==> config.mk <==
export PLATFORM = sky130hd
export DESIGN_NAME = base64_stream_encoder
export DESIGN_NICKNAME = d
export VERILOG_FILES = /design/src/hdl/b64_pkg.sv /design/src/hdl/b64_front.sv /design/src/hdl/b64_queue.sv /design/src/hdl/b64_back.sv /design/src/hdl/base64_stream_encoder.sv
export SDC_FILE = /design/constraint.sdc
export NUM_CORES = 1
export LEC_CHECK = 0
export BUFFER_PORTS_ARGS = -buffer_cell sky130_fd_sc_hd__buf_4
export CAP_MARGIN = 20
export CORE_MARGIN = 3
export CORE_UTILIZATION = 50
export DETAILED_ROUTE_END_ITERATION = 8
export PLACE_DENSITY = 0.7
export SYNTH_ARGS = -nofsm -noshare
export SYNTH_HDL_FRONTEND = slang
export SYNTH_SLANG_ARGS = --single-unit
==> constraint.sdc <==
create_clock -name clk -period 3.6 [get_ports clk]
set_clock_uncertainty 0.05 [all_clocks]
set_input_delay 0.72 -clock clk [delete_from_list [all_inputs] [get_ports clk]]
set_output_delay 0.72 -clock clk [all_outputs]
set_load 0.02 [all_outputs]
==> src/hdl/b64_pkg.sv <==
package b64_pkg;

    localparam logic [6:0] PAD_CHAR = 7'd61;

    typedef struct packed {
        logic [7:0] data_byte;
        logic       final_byte;
    } in_beat_t;

    typedef struct packed {
        logic [6:0] out_char;
        logic       out_last;
    } out_beat_t;

    // One character to be sent: either a sextet of the alphabet or a pad.
    typedef struct packed {
        logic       pad;
        logic [5:0] sextet;
    } slot_t;

    // Work for one accepted byte: slots 0 up to last_idx are sent in order.
    typedef struct packed {
        slot_t [3:0] slots;
        logic [1:0]  last_idx;
        logic        last;
    } job_t;

    typedef struct packed {
        logic empty;
        logic full;
    } q_status_t;

    function automatic logic [6:0] b64_char(input slot_t s);
        logic [6:0] v;
        logic [6:0] ch;
        v = {1'b0, s.sextet};
        if (s.pad) begin
            ch = PAD_CHAR;
        end
        else if (s.sextet < 6'd26) begin
            ch = v + 7'd65;
        end
        else if (s.sextet < 6'd52) begin
            ch = v + 7'd71;
        end
        else if (s.sextet < 6'd62) begin
            ch = v - 7'd4;
        end
        else if (s.sextet == 6'd62) begin
            ch = 7'd43;
        end
        else begin
            ch = 7'd47;
        end
        return ch;
    endfunction

endpackage

==> src/hdl/b64_front.sv <==
module b64_front
    import b64_pkg::*;
(
    input  logic      clk,
    input  logic      rst_n,
    input  logic      accept,
    input  in_beat_t  beat,
    output job_t      job
);

    logic [1:0] pos_reg;
    logic [1:0] pos_next;
    logic [3:0] left_reg;
    logic [3:0] left_next;

    always_comb
    begin
        logic [7:0] b;
        b        = beat.data_byte;
        job      = '0;
        pos_next = pos_reg;
        left_next = left_reg;

        case (pos_reg)
            2'd1:
            begin
                job.slots[0].sextet = {left_reg[1:0], b[7:4]};
                job.last_idx        = 2'd0;
                pos_next            = 2'd2;
                left_next           = b[3:0];
            end
            2'd2:
            begin
                job.slots[0].sextet = {left_reg, b[7:6]};
                job.slots[1].sextet = b[5:0];
                job.last_idx        = 2'd1;
                pos_next            = 2'd0;
                left_next           = 4'd0;
            end
            default:
            begin
                job.slots[0].sextet = b[7:2];
                job.last_idx        = 2'd0;
                pos_next            = 2'd1;
                left_next           = {2'b00, b[1:0]};
            end
        endcase

        if (beat.final_byte) begin
            job.last = 1'b1;
            // Flush the kept bits as a character, then pad to a full group.
            case (pos_next)
                2'd1:
                begin
                    job.slots[1].sextet = {left_next[1:0], 4'd0};
                    job.slots[2].pad    = 1'b1;
                    job.slots[3].pad    = 1'b1;
                    job.last_idx        = 2'd3;
                end
                2'd2:
                begin
                    job.slots[1].sextet = {left_next, 2'd0};
                    job.slots[2].pad    = 1'b1;
                    job.last_idx        = 2'd2;
                end
                default:
                begin
                    job.last_idx = 2'd1;
                end
            endcase
            pos_next  = 2'd0;
            left_next = 4'd0;
        end
    end

    always_ff @(posedge clk or negedge rst_n)
    begin
        if (!rst_n) begin
            pos_reg  <= 2'd0;
            left_reg <= 4'd0;
        end
        else if (accept) begin
            pos_reg  <= pos_next;
            left_reg <= left_next;
        end
    end

endmodule

==> src/hdl/b64_queue.sv <==
module b64_queue
    import b64_pkg::*;
(
    input  logic      clk,
    input  logic      rst_n,
    input  logic      push,
    input  job_t      push_job,
    input  logic      pop,
    output job_t      head,
    output q_status_t status
);

    logic [1:0] count_reg;
    logic [1:0] count_next;
    job_t       q0_reg;
    job_t       q0_next;
    job_t       q1_reg;
    job_t       q1_next;

    always_comb
    begin
        count_next = count_reg;
        q0_next    = q0_reg;
        q1_next    = q1_reg;
        case ({push, pop})
            2'b10:
            begin
                if (count_reg == 2'd0) begin
                    q0_next = push_job;
                end
                else begin
                    q1_next = push_job;
                end
                count_next = count_reg + 2'd1;
            end
            2'b01:
            begin
                q0_next    = q1_reg;
                count_next = count_reg - 2'd1;
            end
            2'b11:
            begin
                if (count_reg == 2'd1) begin
                    q0_next = push_job;
                end
                else begin
                    q0_next = q1_reg;
                    q1_next = push_job;
                end
            end
            default:
            begin
                count_next = count_reg;
            end
        endcase
    end

    always_ff @(posedge clk or negedge rst_n)
    begin
        if (!rst_n) begin
            count_reg <= 2'd0;
        end
        else begin
            count_reg <= count_next;
        end
    end

    always_ff @(posedge clk)
    begin
        q0_reg <= q0_next;
        q1_reg <= q1_next;
    end

    assign head         = q0_reg;
    assign status.empty = (count_reg == 2'd0);
    assign status.full  = (count_reg == 2'd2);

endmodule

==> src/hdl/b64_back.sv <==
module b64_back
    import b64_pkg::*;
(
    input  logic      clk,
    input  logic      rst_n,
    input  job_t      head,
    input  q_status_t status,
    output logic      pop,
    output logic      char_valid,
    input  logic      char_stall,
    output out_beat_t char_beat
);

    logic [1:0] idx_reg;
    logic [1:0] idx_next;
    logic       valid_reg;
    logic       valid_next;
    out_beat_t  beat_reg;
    out_beat_t  beat_next;
    logic       load;
    logic       at_end;

    assign load   = !status.empty && (!valid_reg || !char_stall);
    assign at_end = (idx_reg == head.last_idx);
    assign pop    = load && at_end;

    always_comb
    begin
        idx_next   = idx_reg;
        beat_next  = beat_reg;
        valid_next = valid_reg && char_stall;
        if (load) begin
            valid_next         = 1'b1;
            beat_next.out_char = b64_char(head.slots[idx_reg]);
            beat_next.out_last = head.last && at_end;
            idx_next           = at_end ? 2'd0 : idx_reg + 2'd1;
        end
    end

    always_ff @(posedge clk or negedge rst_n)
    begin
        if (!rst_n) begin
            idx_reg   <= 2'd0;
            valid_reg <= 1'b0;
        end
        else begin
            idx_reg   <= idx_next;
            valid_reg <= valid_next;
        end
    end

    always_ff @(posedge clk)
    begin
        beat_reg <= beat_next;
    end

    assign char_valid = valid_reg;
    assign char_beat  = beat_reg;

endmodule

==> src/hdl/base64_stream_encoder.sv <==
// Streaming base64 encoder, standard alphabet with '=' padding.
// The byte channel (byte_valid, byte_stall, byte_beat) takes one message byte
// per beat with final_byte set on the last byte; every message has at least
// one byte. The char channel (char_valid, char_stall, char_beat) gives one
// ASCII character per beat, with out_last set on the final character.
// A byte yields one or two characters, and the last byte of a message up to
// four in all, so a three-byte group gives four characters at the char side.
// The first character of a byte passes through the queue register and then the
// output register; later ones follow one per clock while char_stall is low.
// Unstalled, the output port runs at one character per clock, the sustained rate.
// A two-entry queue of decoded bytes sits between the byte front end and the
// character sequencer, so bytes keep being taken while a character waits;
// byte_stall is high only while that queue is full.
// When the receiver stalls, the held character stays on char_beat and the
// queue fills up behind it. Reset empties the queue and the output register
// and starts a fresh message at the beginning of a group.
module base64_stream_encoder
    import b64_pkg::*;
(
    input  logic      clk,
    input  logic      rst_n,
    input  logic      byte_valid,
    output logic      byte_stall,
    input  in_beat_t  byte_beat,
    output logic      char_valid,
    input  logic      char_stall,
    output out_beat_t char_beat
);

    logic      push;
    logic      pop;
    job_t      front_job;
    job_t      head;
    q_status_t q_status;

    assign byte_stall = q_status.full;
    assign push       = byte_valid && !q_status.full;

    b64_front u_front (
        .clk    (clk),
        .rst_n  (rst_n),
        .accept (push),
        .beat   (byte_beat),
        .job    (front_job)
    );

    b64_queue u_queue (
        .clk      (clk),
        .rst_n    (rst_n),
        .push     (push),
        .push_job (front_job),
        .pop      (pop),
        .head     (head),
        .status   (q_status)
    );

    b64_back u_back (
        .clk        (clk),
        .rst_n      (rst_n),
        .head       (head),
        .status     (q_status),
        .pop        (pop),
        .char_valid (char_valid),
        .char_stall (char_stall),
        .char_beat  (char_beat)
    );

`ifndef SYNTHESIS
    a_pop_nonempty: assert property (@(posedge clk) disable iff (!rst_n)
        pop |-> !q_status.empty)
        else $error("queue popped while empty");

    a_short_mid_job: assert property (@(posedge clk) disable iff (!rst_n)
        (!q_status.empty && !head.last) |-> (head.last_idx == 2'd0 || head.last_idx == 2'd1))
        else $error("a byte inside a message queued more than two characters");

    a_pad_only_final: assert property (@(posedge clk) disable iff (!rst_n)
        (!q_status.empty && head.slots[head.last_idx].pad) |-> head.last)
        else $error("pad character queued outside the last byte of a message");

    a_push_after_stall: assert property (@(posedge clk) disable iff (!rst_n)
        (push && !pop && q_status.empty) |=> !q_status.empty)
        else $error("pushed byte lost from the queue");
`endif

endmodule

==> reports/metrics.yaml <==
status: "completed"
coreArea_sq_um: 5540
mostFrequentLayoutCells: "edfxtp_1 (40), nand2_1 (28), buf_4 (25)"
cp_max_fo: 20
dpl.hpwl_um: 3670
area.growth.synth_to_final_pct: 9.241
reg2reg_slack_ps: 740
ant_nets: 0
critPathTopFamily: "simple AND/OR/NAND/NOR gates"
reg2reg_depth: 7
synth_cell_types: 43
root_buffer: "clkbuf_8"
slew_headroom: 0.5292
viasPerCell: 5.411
cts_made_buffers: 5
powerDensity_nw_per_um2: 995.8
grt_max_degree: 21
rsz0062_at_grt: "no"
final_cell_count_no_fill: 355
drive_above_1_share: 0.1343
tightest_slew_ps: 706.3
max_stage_delay_ps: 800
drc: 0
holdBufCountCts: 0
drv_cap: 0
drt_iter0_drc: 69
numPlacedInstances: 347
postSynthCellCount: 265
ioPinCount: 23
drv_slew: 0
syn_nets: 294
dieArea_sq_um: 6715
clock_latency_ps: 290
clockBufferDepth: 2
grt_pass1_wl_um: 8052
track_usage: 0.1554
diodes: 0
postCtsSetupRepairBufs: 0
gp_congestion: 0.9134
grt_antenna_before_repair: 0
yosysSeqAreaShare: 0.5119
worstHoldPathType: "in -> async"
syn_avg_cell_area_sq_um: 10.88
finalCriticalPeriod_ps: 2855
rows: 27
r2r_start: "u_back.idx_reg[0]"
numPortBuffers: 22
syn_area_sq_um: 2884
h-tree-depth: 2
num-fill-cells: 492
p_leak_uw: 0.001273
initial_core_util: 0.5206
ys_seq_elements: 51
cts_tree: "built"
via_count: 1921
rr_endpoint: "u_back.char_beat[5]"
layout_commonest_cell: "edfxtp_1"
peakVddDrop_v: 0.0004907
fmax_ghz: 0.3502
cts_sinks: 51
die_y_um: 81.95
required_ps: 3600
finalWirelength_um: 4832
wl_per_cell_um: 13.61
critical_path.cell_chain: "mux2i_1 > nor2_1 > inv_1 > ha_1 > nor2b_1 > nor3_1 > a2111o_1"
worstSetupStartpointType: "flop"
overflow: 0
tns_ps: 0
cp.buffers_inverters: 1
finalSetupViolCount: 0
clk_pin_slew_worst_paths_ps: 80
critPathKind: "reg -> reg"
final_hold_viol_count: 0
endpoint_kind: "flop"
fin_crit_sh: 0.7932
cts_resized: 0
grt_pass1_vias: 1787
die_w_um: 81.95
drtPass1Iterations: 4
synth-warning-count: 0
crit_slowest_cell: "dfrtp_1"
crit_arrival_ps: 2850
layout.nets: 311
worst max path at each step:
stage,from,end,slack [ps],depth (start not counted)
after floorplan,char_stall,u_queue.q1_reg[0],310,6
after global placement,u_back.idx_reg[0],u_back.char_beat[5],870,7
after detailed placement,u_back.idx_reg[0],u_back.char_beat[5],790,7
after CTS,u_back.idx_reg[0],u_back.char_beat[5],790,7
after global routing,u_back.idx_reg[0],u_back.char_beat[5],510,7
final,u_back.idx_reg[0],u_back.char_beat[5],740,7
power breakdown:
| part | total (uW) | switching [uW] | internal [uW] | leakage, uW |
|---|---|---|---|---|
| Combinational | 1590 | 913 | 681 | 0.000707 |
| Sequential | 1240 | 171 | 1060 | 0.000526 |
| Clock | 307 | 169 | 138 | 0.0000395 |
final cells by class:
cell class	instances	area, sq um	share of cell area
tap	72	90.09	0.02859
multi-input combinational	184	1260	0.3999
inverter	15	56.30	0.01787
timing repair buffer	25	187.7	0.05957
clock buffer	8	80.08	0.02542
sequential	51	1476	0.4686
cell families (layout without fill, tap and decap cells):
family / after synthesis / after routing / share of synthesized area
flops: 51 / 51 / 0.5119
compound gates: 73 / 73 / 0.1727
buf+inv: 30 / 48 / 0.05119
simple gates: 75 / 75 / 0.1267
fa+ha+maj: 16 / 16 / 0.06941
xor+xnor: 8 / 8 / 0.02430
mux: 12 / 12 / 0.04382
routing by layer:
metal  global-route usage  vias up  wire [um]
li1                     -      998          -
met4              0.04485        0         32
met2               0.2617       50       2304
met1               0.1987      869       2244
met3              0.03728        4        250
met5                    0        -          0
metrics by stage:
step	utilization	setup slack [ps]	cell area [sq um]	total power, uW	hold slack, ps
after global placement	0.5542	870.9	3070	2832	416.5
after CTS	0.5687	786.4	3151	3160	189.2
final	0.5687	744.7	3151	3137	200.3
after floorplan	-	306.4	2884	2520	374.4
after detailed placement	0.5542	790.8	3070	2842	427.4
after global routing	0.5687	514.7	3151	3414	188.1
worst reg2reg max path: cells and delay by family, from the launching register on:
family	cells	cell delay [ps]
fa+ha+maj	1	240
compound gates	1	350
flops	1	800
simple gates	3	850
mux	1	230
buf+inv	1	90
cells in the mapped netlist, drive strengths merged:
| cell type | n | area (sq um) |
|---|---|---|
| a22oi | 7 | 52.55 |
| o31ai | 1 | 7.510 |
| a2111o | 1 | 11.26 |
| nand2 | 28 | 105.1 |
| or2 | 3 | 18.77 |
| a211o | 2 | 17.52 |
| nand3b | 5 | 37.54 |
| nand3 | 9 | 45.04 |
| xnor2 | 6 | 52.55 |
| and2 | 2 | 12.51 |
| and3 | 3 | 18.77 |
| dfrtp | 11 | 275.3 |
| nand2b | 5 | 31.28 |
| a211oi | 1 | 7.510 |
| o211ai | 1 | 7.510 |
| ha | 16 | 200.2 |
| a21o | 1 | 7.510 |
| mux2i | 10 | 100.1 |
| a22o | 16 | 140.1 |
| nor2b | 3 | 18.77 |
| nor2 | 11 | 43.80 |
| nor3 | 4 | 20.02 |
| edfxtp | 40 | 1201 |
| o21ai | 22 | 110.1 |
| or3 | 1 | 6.260 |
| or2b | 1 | 7.510 |
| mux2 | 2 | 26.27 |
| buf | 8 | 65.06 |
| inv | 15 | 56.30 |
| clkbuf | 7 | 26.28 |
| o22a | 1 | 17.52 |
| xor2 | 2 | 17.52 |
| o221a | 1 | 11.26 |
| a21oi | 18 | 101.4 |
| a31oi | 1 | 6.260 |
(Power assumes the default switching activity.)
